$ cat src/rtl/csdd_pkg.sv
package csdd_pkg;

	localparam int BUDGET_BITS_DEF = 20;
	localparam int REGION_BITS     = 20;
	localparam int COUNT_BITS      = 32;
	localparam int NEED_BITS       = COUNT_BITS + 4;

	localparam logic [4:0] CODE_END     = 5'd0;
	localparam logic [4:0] CODE_RAW     = 5'd1;
	localparam logic [4:0] CODE_MFM     = 5'd2;
	localparam logic [4:0] CODE_MFM_ALT = 5'd3;
	localparam logic [4:0] CODE_WEAK    = 5'd5;

	localparam logic [4:0] CELLS_RAW = 5'd8;
	localparam logic [4:0] CELLS_MFM = 5'd16;

	typedef enum logic [2:0] {
		K_RAW  = 3'd0,
		K_MFM  = 3'd1,
		K_WEAK = 3'd2,
		K_OK   = 3'd3,
		K_ERR  = 3'd4
	} kind_t;

	typedef enum logic [1:0] {
		PH_CMD     = 2'd0,
		PH_COUNT   = 2'd1,
		PH_PAYLOAD = 2'd2,
		PH_DONE    = 2'd3
	} phase_t;

	typedef struct packed {
		logic [7:0] desc_byte;
		logic       end_of_buffer;
		logic       start_of_block;
	} in_item_t;

	typedef struct packed {
		kind_t       kind;
		logic [15:0] cells;
		logic [4:0]  cell_count;
		logic [19:0] weak_cells;
		logic        has_weak;
		logic        last;
	} out_item_t;

	function automatic logic [15:0] mfm_byte(input logic [7:0] b, input logic ctx);
		logic [15:0] r;
		logic        prev;
		r = '0;
		prev = ctx;
		for (int i = 7; i >= 0; i--) begin
			r = {r[13:0], (~prev & ~b[i]), b[i]};
			prev = b[i];
		end
		return r;
	endfunction

endpackage

$ cat src/rtl/cell_stream_description_decoder.sv
// Channel  Direction  Handshake             Payload
// in       input      in_valid / in_stall   in_item_t: desc_byte, end_of_buffer, start_of_block
// out      output     out_valid / out_stall out_item_t: kind, cells, cell_count, weak_cells, ...
// cfg      input      cfg_valid / cfg_ready cfg_data: region_cells
//
// One byte per cycle unless a result is stalled: a byte enters the input register, is
// decoded against the parser state in one pass, and the output register takes its result.
// Bytes that give no result retire even while the output register is stalled.
// arst_n clears the parser state, the budget register and both valid bits.
// cfg_ready is always high; region_cells takes effect on the next start_of_block.
module cell_stream_description_decoder
	import csdd_pkg::*;
#(
	parameter int BUDGET_BITS = BUDGET_BITS_DEF
) (
	input  logic                   clk,
	input  logic                   arst_n,
	input  logic                   in_valid,
	output logic                   in_stall,
	input  in_item_t               in_data,
	output logic                   out_valid,
	input  logic                   out_stall,
	output out_item_t              out_data,
	input  logic                   cfg_valid,
	output logic                   cfg_ready,
	input  logic [REGION_BITS-1:0] cfg_data
);

	logic [REGION_BITS-1:0] region_q;

	logic     in_valid_s1;
	in_item_t in_data_s1;

	logic      out_valid_s2;
	out_item_t out_data_s2;

	phase_t                 phase_q;
	logic [4:0]             code_q;
	logic [2:0]             cbl_q;
	logic [COUNT_BITS-1:0]  cv_q;
	logic [COUNT_BITS-1:0]  pbl_q;
	logic [BUDGET_BITS-1:0] cl_q;
	logic                   ctx_q;
	logic                   ws_q;

	phase_t                 ph, ph_n;
	logic [4:0]             code, code_n;
	logic [2:0]             cbl, cbl_n;
	logic [COUNT_BITS-1:0]  cv, cv_n;
	logic [COUNT_BITS-1:0]  pbl, pbl_n;
	logic [BUDGET_BITS-1:0] cl, cl_n;
	logic                   ctx_n;
	logic                   ws, ws_n;
	logic                   exec, ended, code_bad;
	logic [NEED_BITS-1:0]   need;
	logic [BUDGET_BITS+REGION_BITS-1:0] region_wide;
	logic [7:0]             b;
	logic                   res_valid;
	out_item_t              res;
	logic                   s1_go;

	assign cfg_ready = 1'b1;
	assign out_valid = out_valid_s2;
	assign out_data  = out_data_s2;

	assign s1_go    = in_valid_s1 && (!res_valid || !out_valid_s2 || !out_stall);
	assign in_stall = in_valid_s1 && !s1_go;

	always_ff @(posedge clk or negedge arst_n) begin
		if (!arst_n) begin
			region_q <= '0;
		end else if (cfg_valid && cfg_ready) begin
			region_q <= cfg_data;
		end
	end

	always_ff @(posedge clk or negedge arst_n) begin
		if (!arst_n) begin
			in_valid_s1 <= 1'b0;
		end else if (!in_stall) begin
			in_valid_s1 <= in_valid;
		end
	end

	always_ff @(posedge clk) begin
		if (!in_stall) begin
			in_data_s1 <= in_data;
		end
	end

	always_ff @(posedge clk or negedge arst_n) begin
		if (!arst_n) begin
			out_valid_s2 <= 1'b0;
		end else if (s1_go && res_valid) begin
			out_valid_s2 <= 1'b1;
		end else if (!out_stall) begin
			out_valid_s2 <= 1'b0;
		end
	end

	always_ff @(posedge clk) begin
		if (s1_go && res_valid) begin
			out_data_s2 <= res;
		end
	end

	always_ff @(posedge clk or negedge arst_n) begin
		if (!arst_n) begin
			phase_q <= PH_CMD;
			code_q  <= '0;
			cbl_q   <= '0;
			cv_q    <= '0;
			pbl_q   <= '0;
			cl_q    <= '0;
			ctx_q   <= 1'b0;
			ws_q    <= 1'b0;
		end else if (s1_go) begin
			phase_q <= ph_n;
			code_q  <= code_n;
			cbl_q   <= cbl_n;
			cv_q    <= cv_n;
			pbl_q   <= pbl_n;
			cl_q    <= cl_n;
			ctx_q   <= ctx_n;
			ws_q    <= ws_n;
		end
	end

	always_comb begin
		b = in_data_s1.desc_byte;
		region_wide = {{BUDGET_BITS{1'b0}}, region_q};

		ph   = phase_q;
		code = code_q;
		cbl  = cbl_q;
		cv   = cv_q;
		pbl  = pbl_q;
		cl   = cl_q;
		ws   = ws_q;
		if (in_data_s1.start_of_block) begin
			ph   = PH_CMD;
			code = '0;
			cbl  = '0;
			cv   = '0;
			pbl  = '0;
			cl   = region_wide[BUDGET_BITS-1:0];
			ws   = 1'b0;
		end

		ph_n   = ph;
		code_n = code;
		cbl_n  = cbl;
		cv_n   = cv;
		pbl_n  = pbl;
		cl_n   = cl;
		ctx_n  = ctx_q;
		ws_n   = ws;
		exec   = 1'b0;
		ended  = 1'b0;

		res_valid      = 1'b0;
		res.kind       = K_RAW;
		res.cells      = '0;
		res.cell_count = '0;
		res.weak_cells = '0;
		res.has_weak   = 1'b0;
		res.last       = 1'b0;

		unique case (ph)
			PH_CMD: begin
				code_n = b[4:0];
				cbl_n  = b[7:5];
				cv_n   = '0;
				if (b[7:5] == 3'd0) begin
					exec = 1'b1;
				end else begin
					ph_n = PH_COUNT;
				end
			end
			PH_COUNT: begin
				cv_n  = {cv[COUNT_BITS-9:0], b};
				cbl_n = cbl - 3'd1;
				if (cbl == 3'd1) begin
					exec = 1'b1;
				end
			end
			PH_PAYLOAD: begin
				ctx_n     = b[0];
				res_valid = 1'b1;
				if (code == CODE_RAW) begin
					res.kind       = K_RAW;
					res.cells      = {8'h00, b};
					res.cell_count = CELLS_RAW;
				end else begin
					res.kind       = K_MFM;
					res.cells      = mfm_byte(b, ctx_q);
					res.cell_count = CELLS_MFM;
				end
				pbl_n = pbl - COUNT_BITS'(1);
				if (pbl == COUNT_BITS'(1)) begin
					ph_n = PH_CMD;
				end
			end
			PH_DONE: begin
			end
		endcase

		need = (code_n == CODE_RAW) ? {1'b0, cv_n, 3'b000} : {cv_n, 4'b0000};
		code_bad = !(code_n == CODE_RAW || code_n == CODE_MFM ||
			code_n == CODE_MFM_ALT || code_n == CODE_WEAK);

		if (exec) begin
			priority if (code_n == CODE_END) begin
				ended     = 1'b1;
				ph_n      = PH_DONE;
				res_valid = 1'b1;
				res.kind  = (cl == '0) ? K_OK : K_ERR;
				res.last  = 1'b1;
			end else if (code_bad ||
				need > {{(NEED_BITS-BUDGET_BITS){1'b0}}, cl}) begin
				ended     = 1'b1;
				ph_n      = PH_DONE;
				res_valid = 1'b1;
				res.kind  = K_ERR;
				res.last  = 1'b1;
			end else begin
				cl_n = cl - need[BUDGET_BITS-1:0];
				if (code_n == CODE_WEAK) begin
					ws_n           = 1'b1;
					ctx_n          = 1'b0;
					ph_n           = PH_CMD;
					res_valid      = 1'b1;
					res.kind       = K_WEAK;
					res.weak_cells = need[19:0];
				end else begin
					pbl_n = cv_n;
					ph_n  = (cv_n != '0) ? PH_PAYLOAD : PH_CMD;
				end
			end
		end

		// flag a buffer that ends before the block does
		if (!ended && in_data_s1.end_of_buffer && ph != PH_DONE) begin
			ph_n           = PH_DONE;
			res_valid      = 1'b1;
			res.kind       = K_ERR;
			res.cells      = '0;
			res.cell_count = '0;
			res.weak_cells = '0;
			res.last       = 1'b1;
		end

		res.has_weak = ws_n;
	end

	a_last_ends_block: assert property (@(posedge clk) disable iff (!arst_n)
		(s1_go && res_valid && res.last) |=> phase_q == PH_DONE)
		else $error("final result did not end the block");

	a_done_is_silent: assert property (@(posedge clk) disable iff (!arst_n)
		(s1_go && phase_q == PH_DONE && !in_data_s1.start_of_block) |-> !res_valid)
		else $error("result produced after end of block");

	a_weak_flag: assert property (@(posedge clk) disable iff (!arst_n)
		(out_valid && out_data.kind == K_WEAK) |-> out_data.has_weak)
		else $error("weak run without weak flag");

	a_cell_count: assert property (@(posedge clk) disable iff (!arst_n)
		out_valid |-> ((out_data.kind == K_RAW && out_data.cell_count == CELLS_RAW) ||
			(out_data.kind == K_MFM && out_data.cell_count == CELLS_MFM) ||
			(out_data.kind != K_RAW && out_data.kind != K_MFM &&
			out_data.cell_count == 5'd0)))
		else $error("cell count does not match kind");

	a_payload_nonempty: assert property (@(posedge clk) disable iff (!arst_n)
		phase_q == PH_PAYLOAD |-> pbl_q != '0)
		else $error("payload phase with no bytes left");

endmodule

$ cat config.mk
export PLATFORM = sky130hd
export DESIGN_NAME = cell_stream_description_decoder
export DESIGN_NICKNAME = d
export VERILOG_FILES = /design/src/rtl/csdd_pkg.sv /design/src/rtl/cell_stream_description_decoder.sv
export SDC_FILE = /design/constraint.sdc
export NUM_CORES = 1
export LEC_CHECK = 0
export CORE_ASPECT_RATIO = 0.8
export CORE_UTILIZATION = 54
export CTS_CLUSTER_SIZE = 12
export DETAILED_ROUTE_END_ITERATION = 10
export DONT_BUFFER_PORTS = 1
export PLACE_DENSITY = 0.74
export SLEW_MARGIN = 5
export SYNTH_ARGS = -nofsm -noshare
export SYNTH_HDL_FRONTEND = slang
export SYNTH_SLANG_ARGS = --single-unit
$ cat constraint.sdc
create_clock -name clk -period 10.6 [get_ports clk]
set_input_delay 0.53 -clock clk [delete_from_list [all_inputs] [get_ports clk]]
set_output_delay 0.53 -clock clk [all_outputs]
set_load 0.05 [all_outputs]
==> impl_metrics.ini, run 1 <==
[outcome]
status = finished, final reports clean

[routing]
vias = 7905
ant_nets = 0
drc = 0
routedWlPerCell_um = 21.5
drt_wl_total_mm = 26.3
drtPass1Iterations = 9
drt-initial-drc-count = 961
via_per_inst = 6.46

[worst_setup_path]
crit_path_start = in_data_s1[0]
r2r_setup_slack_ps = 4000
slowest_stage = nor2_4
r2r-end = out_data[14]
cp_common_cell = buf_4
rr_worst_depth = 14
endpoint_kind = register
worstPathArrival_ps = 6650
cp-endpoint = out_data[14]
max_stage_delay_ps = 980
cp-start-kind = register
critical_path_class = register to register
cp_max_fo = 55
worstPathCellList = buf_4 -> nor2b_1 -> buf_4 -> a22oi_1 -> mux2_2 -> ha_1 -> a21oi_1 -> o21ai_0 -> a211oi_1 -> a211oi_2 -> o41ai_4 -> nand2_2 -> buf_4 -> nor2_4
r2r-start = in_data_s1[0]
worstPathRequired_ps = 10650

[synth]
synth_edf_count = 50
synth.most_common_cell = dfrtp_1
synth_area_leaders = dfrtp_1 30%, edfxtp_1 15%, mux2_2 5.4%
synth_commonest_cells = 118 x dfrtp_1, 110 x nor2_1, 80 x nand2_1, 70 x a21oi_1, 65 x o21ai_0
yosysTopAreaCellShare = 0.301
syn_inst = 1019
synth-seq-cells = 168
ys_warn_count = 0
synth_area_um2 = 9810
avgSynthCellArea_um2 = 9.62
yosysSeqAreaShare = 0.454
ys_types = 82
async_flop_share = 0.702
ys.flop_type = dfrtp_1
synth_top_area_cell = dfrtp_1

[timing]
layout_setup_ws_ps = 4000
fmax_mhz = 152
fin_setup_tns_ps = 0
max_slew.worst_pin.slew_ps = 1190
timing.final.hold_violations = 0
slew_violations = 0
whs_ps = 31.3
rsz0062_at_grt = no
slew_headroom = 0.203
fin_worst_skew_ps = 10.1
finalSetupViolCount = 0
finalCriticalPeriod_ps = 6600
min_period_over_period = 0.622

[placement]
port-buffer-count = 0
dp.cells = 1191
gp_congestion = 0.957
place_ws_ps = 4090
place_hpwl_mm = 18.2

[global_route]
grt_start_max_net_pins = 119
grt_util_all_layers = 0.291
first_global_vias = 7182
grt_pass1_wl_mm = 41.5
grt_antenna_before_repair = 1
grt-ovfl-total = 0

[clocking]
cts_max_level = 4
cts.sink_count = 168
clk_latency_ps = 440
numCtsBuffers = 17
cts_tree = built
clkTransAtPathRegs_ps = 70
cts-root-buf = clkbuf_16
clockBufferDepth = 2

[pwr]
seqPwrFrac = 0.400
p_switching_w = 0.00119
leakagePower_nw = 4.37
p_per_area_nw_per_um2 = 265
netSwitchingFraction = 0.431
internal_power_w = 0.00158
p_comb_frac = 0.375
worst_ir_drop_vdd_uv = 113
p_total_w = 0.00277
pwr-share-clk = 0.225

[floorplanning]
die_y_um = 123
ios = 84
rows = 43
start_util = 0.559
dieWidth_um = 153
dieArea_um2 = 18700
core_area_um2 = 17500

[final_layout]
seq_area_um2 = 4450
drive_gt1_frac = 0.120
fill_cells = 1479
multi_input_area_um2 = 4860
fin_cells = 1224
final_nets = 1058
syn2layout_area_growth_pct = 6.62
diodes = 0

[run]
max_cap_violations = 0

[min_path]
hold_path.class = input pin to asynchronous set/reset pin
[power groups by stage]
stage | sequential, W | clock, W | combinational, W
global placement | 0.00111 | 0 | 0.000990
finish | 0.00111 | 0.000623 | 0.00104
global route | 0.00113 | 0.000657 | 0.00114
detailed placement | 0.00111 | 0 | 0.000997
CTS | 0.00110 | 0.000628 | 0.00102
floorplan | 0.00103 | 0 | 0.000818
[registers in the layout (all words and copies together), names as in the netlist]
register	count
in_valid_s1	1
phase_q	2
pbl_q	32
ws_q	1
cbl_q	3
ctx_q	1
code_q	5
region_q	20
cl_q	20
out_data	40
cv_q	32
out_valid	1
in_data_s1	2
b	8
[stage by stage]
stage               cell area [um2]   util
floorplan                      9830      -
global route                  10500  0.596
finish                        10500  0.596
global placement               9850  0.562
CTS                           10500  0.596
detailed placement             9850  0.562
[kinds of logic (layout without fill, tap and decap cells)]
group / Yosys count / in the layout / share of synthesized area
AO/OA/AOI/OAI: 276 / 276 / 0.189
XOR/XNOR: 13 / 13 / 0.0116
adder cells (fa/ha/maj): 37 / 37 / 0.0480
buffers and inverters: 118 / 92 / 0.0536
flip-flops: 168 / 168 / 0.454
multiplexers: 67 / 67 / 0.0769
other: 2 / 8 / 0.000766
AND/OR/NAND/NOR: 338 / 338 / 0.166
[repair_timing]
item,in CTS,in global routing
gates resized for setup,0,0
buffers inserted,0,0
hold endpoints to repair,118,0
setup endpoints to repair,0,0
hold buffers,1,0
[layer usage]
metal  global-route usage  share of wire  vias up
met5                    0              0        -
met4               0.0568          0.011        0
met3               0.0943           0.10       26
met2                0.415           0.42      395
met1                0.432           0.47     3838
li1                     -              -     3646
[worst min path at each step]
stage	to	cells past startpoint
3_3_place_gp	pbl_q[25]	0
4_1_cts	cl_q[16]	1
6_report	pbl_q[14]	1
2_1_floorplan	cbl_q[0]	0
3_5_place_dp	pbl_q[26]	0
5_1_grt	pbl_q[10]	1
[final cells by class]
type                    count  area share
clock buffers              19      0.0424
clock inverters            13      0.0127
repair buffers             10     0.00909
flip-flops and latches    168       0.426
multi-input cells         739       0.465
well taps                 225      0.0269
inverters                  50      0.0179
[worst max-delay path, delay by kind of cell (launching register included)]
| kind | cells | cell delay, ps |
|---|---|---|
| muxes | 1 | 360 |
| AOI/OAI and AO/OA | 6 | 2140 |
| adders and majority gates | 1 | 330 |
| buffers and inverters | 3 | 1210 |
| DFF | 1 | 880 |
| and+or+nand+nor | 3 | 1240 |
[layout by cell type (no fill, tap or decap), drive strengths merged, types with 5 or more instances in the layout]
master	instances
inv	58
o21ai	67
a211oi	9
edfxtp	50
nor3	36
and2	12
nand2	85
o31ai	6
a21o	8
a22oi	18
o221ai	9
xor2	9
nand4	16
nand3	19
nor4	17
nor2b	9
clkbuf	19
or2	5
mux2	52
mux2i	15
nand2b	5
a22o	24
a32oi	6
dfrtp	118
o311ai	5
a21oi	70
and3	6
a31oi	11
ha	36
conb	8
buf	10
nor2	111
Power figures use the tool's default switching activity.
==> run 2: changes to the inputs <==
clock period = 6.6 ns   (was 10.6 ns; I/O delays follow)
==> impl_metrics.ini, run 2 (same netlist as run 1, synthesis figures left out) <==
[timing]
fin_worst_skew_ps = 11.5
finalSetupViolCount = 0
slew_violations = 0
rsz0062_at_grt = no
finalCriticalPeriod_ps = 5860
min_period_over_period = 0.888
fin_setup_tns_ps = 0
max_slew.worst_pin.slew_ps = 933
fmax_mhz = 171
timing.final.hold_violations = 0
slew_headroom = 0.378

[final_layout]
final_nets = 1075
drive_gt1_frac = 0.125
diodes = 0
most-common-layout-cells = 118 x dfrtp_1, 109 x nor2_1, 80 x nand2_1
fill_cells = 1455
syn2layout_area_growth_pct = 8.29
fin_util = 0.606
largest_reg_flops = 40
mostFrequentLayoutCell = dfrtp_1

[clocking]
cts_setup_buffers = 0
clkTransAtPathRegs_ps = 70
cts_tree = built
clk_latency_ps = 440
cts.sink_count = 168
numCtsBuffers = 17
cts-resized-gates = 0
clockBufferDepth = 2
cts-root-buf = clkbuf_16
cts_max_level = 4

[pwr]
leakagePower_nw = 4.45
worst_ir_drop_vdd_uv = 175
p_per_area_nw_per_um2 = 419

[routing]
drc = 1
vias = 7988
drt_wl_total_mm = 26.3
drt-initial-drc-count = 938
via_per_inst = 6.44
drtPass1Iterations = 10
ant_nets = 0
routedWlPerCell_um = 21.2

[outcome]
status = finished, violations left
violations = DRC

[global_route]
first_global_vias = 7249
grt_antenna_before_repair = 0
grt_start_max_net_pins = 119
grt_util_all_layers = 0.288
grt_pass1_wl_mm = 41.0
grt-ovfl-total = 0

[run]
max_cap_violations = 0

[worst_setup_path]
cp_common_cell = a211oi_1
worstPathCellList = nor4_1 -> nand3_1 -> nand2_1 -> mux2_2 -> ha_1 -> a211oi_1 -> o21ai_0 -> a211oi_1 -> a211oi_2 -> o41ai_4 -> and2_4 -> buf_4 -> nor2_1 -> a21oi_1
worstPathArrival_ps = 6200
slowest_stage = nor4_1
path_delay_family = simple AND/OR/NAND/NOR gates
max_stage_delay_ps = 720
worst-path-buf-inv = 1
endpoint_kind = register
cp-start-kind = register
critical_path_class = register to register
worstPathRequired_ps = 6940
cp_max_fo = 55

[floorplanning]
die_y_um = 123
rows = 43
dieWidth_um = 153
start_util = 0.559
ios = 84
dieArea_um2 = 18700
core_area_um2 = 17500

[placement]
gp_congestion = 0.927
place_hpwl_mm = 18.1
port-buffer-count = 0

[min_path]
hold_path.class = input pin to register
[run 2: through the flow]
step	cells	instance area [um2]	total power, W	hold slack (ps)	setup slack, ps
2_1_floorplan	1025	9830	0.00297	34.4	367
3_3_place_gp	1196	9900	0.00336	37.0	1100
3_5_place_dp	1196	9900	0.00339	37.6	944
4_1_cts	1241	10600	0.00441	28.1	890
5_1_grt	1241	10600	0.00469	23.5	346
6_report	1241	10600	0.00445	34.7	739
[run 2: layer usage]
| layer | GRT usage | share of wire |
|---|---|---|
| met4 | 0.111 | 0.025 |
| met2 | 0.399 | 0.42 |
| met3 | 0.0855 | 0.10 |
| met1 | 0.420 | 0.45 |
| met5 | 0 | 0 |
[run 2: cell type report]
class,count,area (um2),area share
clock buffer,20,467,0.0439
clock inverter,12,103,0.00966
inverter,50,188,0.0177
multi-input combinational,739,4860,0.458
sequential,168,4450,0.419
tap,225,282,0.0265
timing repair buffer,27,265,0.0250
[run 2: report_power, final]
part           switching (W)  total (W)  internal, W
sequential          0.000426    0.00177      0.00135
clock               0.000463   0.000989     0.000525
combinational        0.00103    0.00169     0.000662
total                0.00192    0.00445      0.00253
[run 2: final timing paths]
kind	from	endpoint	slack (ps)	depth (start not counted)
hold / removal	cfg_data[1]	region_q[1]	30	1
min in group asynchronous	arst_n	pbl_q[30]	500	2
max in group asynchronous	arst_n	cbl_q[2]	5610	2
hold reg to reg	cl_q[18]	cl_q[18]	490	2
setup / recovery	code_q[1]	cv_q[15]	740	14
setup reg to reg	code_q[1]	cv_q[15]	740	14
[run 2: timing repair]
| action | 4_1_cts | 5_1_grt |
|---|---|---|
| endpoints found under the setup margin | 0 | 0 |
| endpoints found under the hold margin | 129 | 0 |
| hold buffers | 13 | 0 |
==> run 3: changes to the inputs <==
CORE_UTILIZATION = 39   (was 54)
CTS_BUF_LIST = sky130_fd_sc_hd__clkbuf_16   (was default)
PLACE_DENSITY = 0.58   (was 0.74)
==> impl_metrics.ini, run 3 (same netlist as run 1, synthesis figures left out) <==
[worst_setup_path]
worstPathRequired_ps = 6830
worstPathArrival_ps = 6020
cp_max_fo = 46
critical_path_class = register to register
endpoint_kind = register
cp-start-kind = register

[min_path]
hold_path.class = input pin to register

[timing]
finalSetupViolCount = 0
fin_worst_skew_ps = 16.9
max_slew.worst_pin.slew_ps = 937
fin_setup_tns_ps = 0
finalCriticalPeriod_ps = 5790
slew_violations = 0
slew_headroom = 0.359
min_period_over_period = 0.877
fmax_mhz = 173
rsz0062_at_grt = no
timing.final.hold_violations = 0

[floorplanning]
start_util = 0.400
dieArea_um2 = 25800
core_area_um2 = 24500
ios = 84
rows = 51
die_y_um = 144
dieWidth_um = 179

[routing]
drt-initial-drc-count = 690
top_layer_used = met4
drt_wl_total_mm = 27.8
met2_length_mm = 11.6
wl_met3_mm = 1.82
ant_nets = 0
vias = 7799
routedWlPerCell_um = 20.7
drtPass1Iterations = 10
via_per_inst = 5.81
drc = 4
wl_met1_mm = 14.0

[final_layout]
finish.instance_area_um2 = 10800
most-common-layout-cells = 118 x dfrtp_1, 109 x nor2_1, 80 x nand2_1
mostFrequentLayoutCell = dfrtp_1
fill_cells = 2392
largest_reg_flops = 40
syn2layout_area_growth_pct = 10.2
diodes = 0
drive_gt1_frac = 0.131
final_nets = 1083

[outcome]
status = finished, violations left
violations = DRC

[clocking]
cts_setup_buffers = 0
clk_latency_ps = 450
cts.sink_count = 168
numCtsBuffers = 17
cts-resized-gates = 0
clockBufferDepth = 2
cts_max_level = 4
cts_tree = built
cts-root-buf = clkbuf_16
clkTransAtPathRegs_ps = 80

[global_route]
grt_antenna_before_repair = 0
grt_pass1_wl_mm = 43.2
grt-ovfl-total = 0
grt_util_all_layers = 0.224
first_global_vias = 7244
grt_start_max_net_pins = 119

[pwr]
p_per_area_nw_per_um2 = 412
worst_ir_drop_vdd_uv = 201
leakagePower_nw = 4.48

[placement]
gp_congestion = 0.917
placed_area_um2 = 10100
port-buffer-count = 0
place_hpwl_mm = 19.6

[run]
max_cap_violations = 0
[run 3: cell types whose count changed in the layout (fill, tap and decap cells not counted), moves of 2 or more]
cell      change
clkinv_2      -2
inv_8         +2
buf_4         +8
clkbuf_8      -3
clkinv_8      +2
[run 3: per-stage QoR]
stage	power (W)	setup WS, ps	instances	util	hold slack (ps)
after floorplan	0.00297	367	1025	-	34.4
after detailed placement	0.00343	1050	1297	0.411	41.1
final	0.00446	812	1342	0.441	24.3
after CTS	0.00446	997	1342	0.441	6.03
after global routing	0.00474	423	1342	0.441	8.06
after global placement	0.00342	1050	1297	0.411	39.4
[run 3: area by class of cell]
| cell class | instances | area (um2) | share of cell area |
|---|---|---|---|
| clock inverter | 15 | 150 | 0.0139 |
| clock buffer | 17 | 425 | 0.0394 |
| multi-input combinational | 739 | 4860 | 0.450 |
| sequential | 168 | 4450 | 0.412 |
| timing repair buffer | 35 | 325 | 0.0301 |
| inverter | 50 | 188 | 0.0174 |
| tap | 318 | 398 | 0.0368 |
[run 3: critical path, stage by stage (launching register included)]
cell and delay, ps:
edfxtp_1 440, buf_4 440, nor2b_1 190, buf_4 250
a22oi_1 590, mux2_2 350, inv_1 50, ha_1 410
nand4_1 210, nor4_1 300, and3_1 200, a211oi_2 100
nor2_1 690, nand3_1 830, nor2_1 490
[run 3: final timing paths]
kind	to	startpoint	slack, ps	cells past startpoint
max reg2reg	out_data[13]	in_data_s1[0]	810	14
min	region_q[1]	cfg_data[1]	20	1
min reg2reg	cl_q[10]	cl_q[10]	480	2
max in group asynchronous	cv_q[22]	arst_n	5560	2
min in group asynchronous	phase_q[0]	arst_n	470	2
max	out_data[13]	in_data_s1[0]	810	14
[run 3: layer usage]
metal | track usage | vias up
met1 | 0.347 | 3797
met5 | 0 | -
met3 | 0.0437 | 28
met2 | 0.310 | 264
li1 | - | 3710
met4 | 0.0655 | 0
[run 3: timing repair]
item                                   in CTS  in global routing
setup endpoints to repair                   0                  0
endpoints found under the hold margin     129                  0
hold buffers                               13                  0
[run 3: power by group]
part	internal, W	total (W)	switching (W)
clock	0.000504	0.000992	0.000488
combinational	0.000670	0.00171	0.00104
sequential	0.00135	0.00176	0.000412
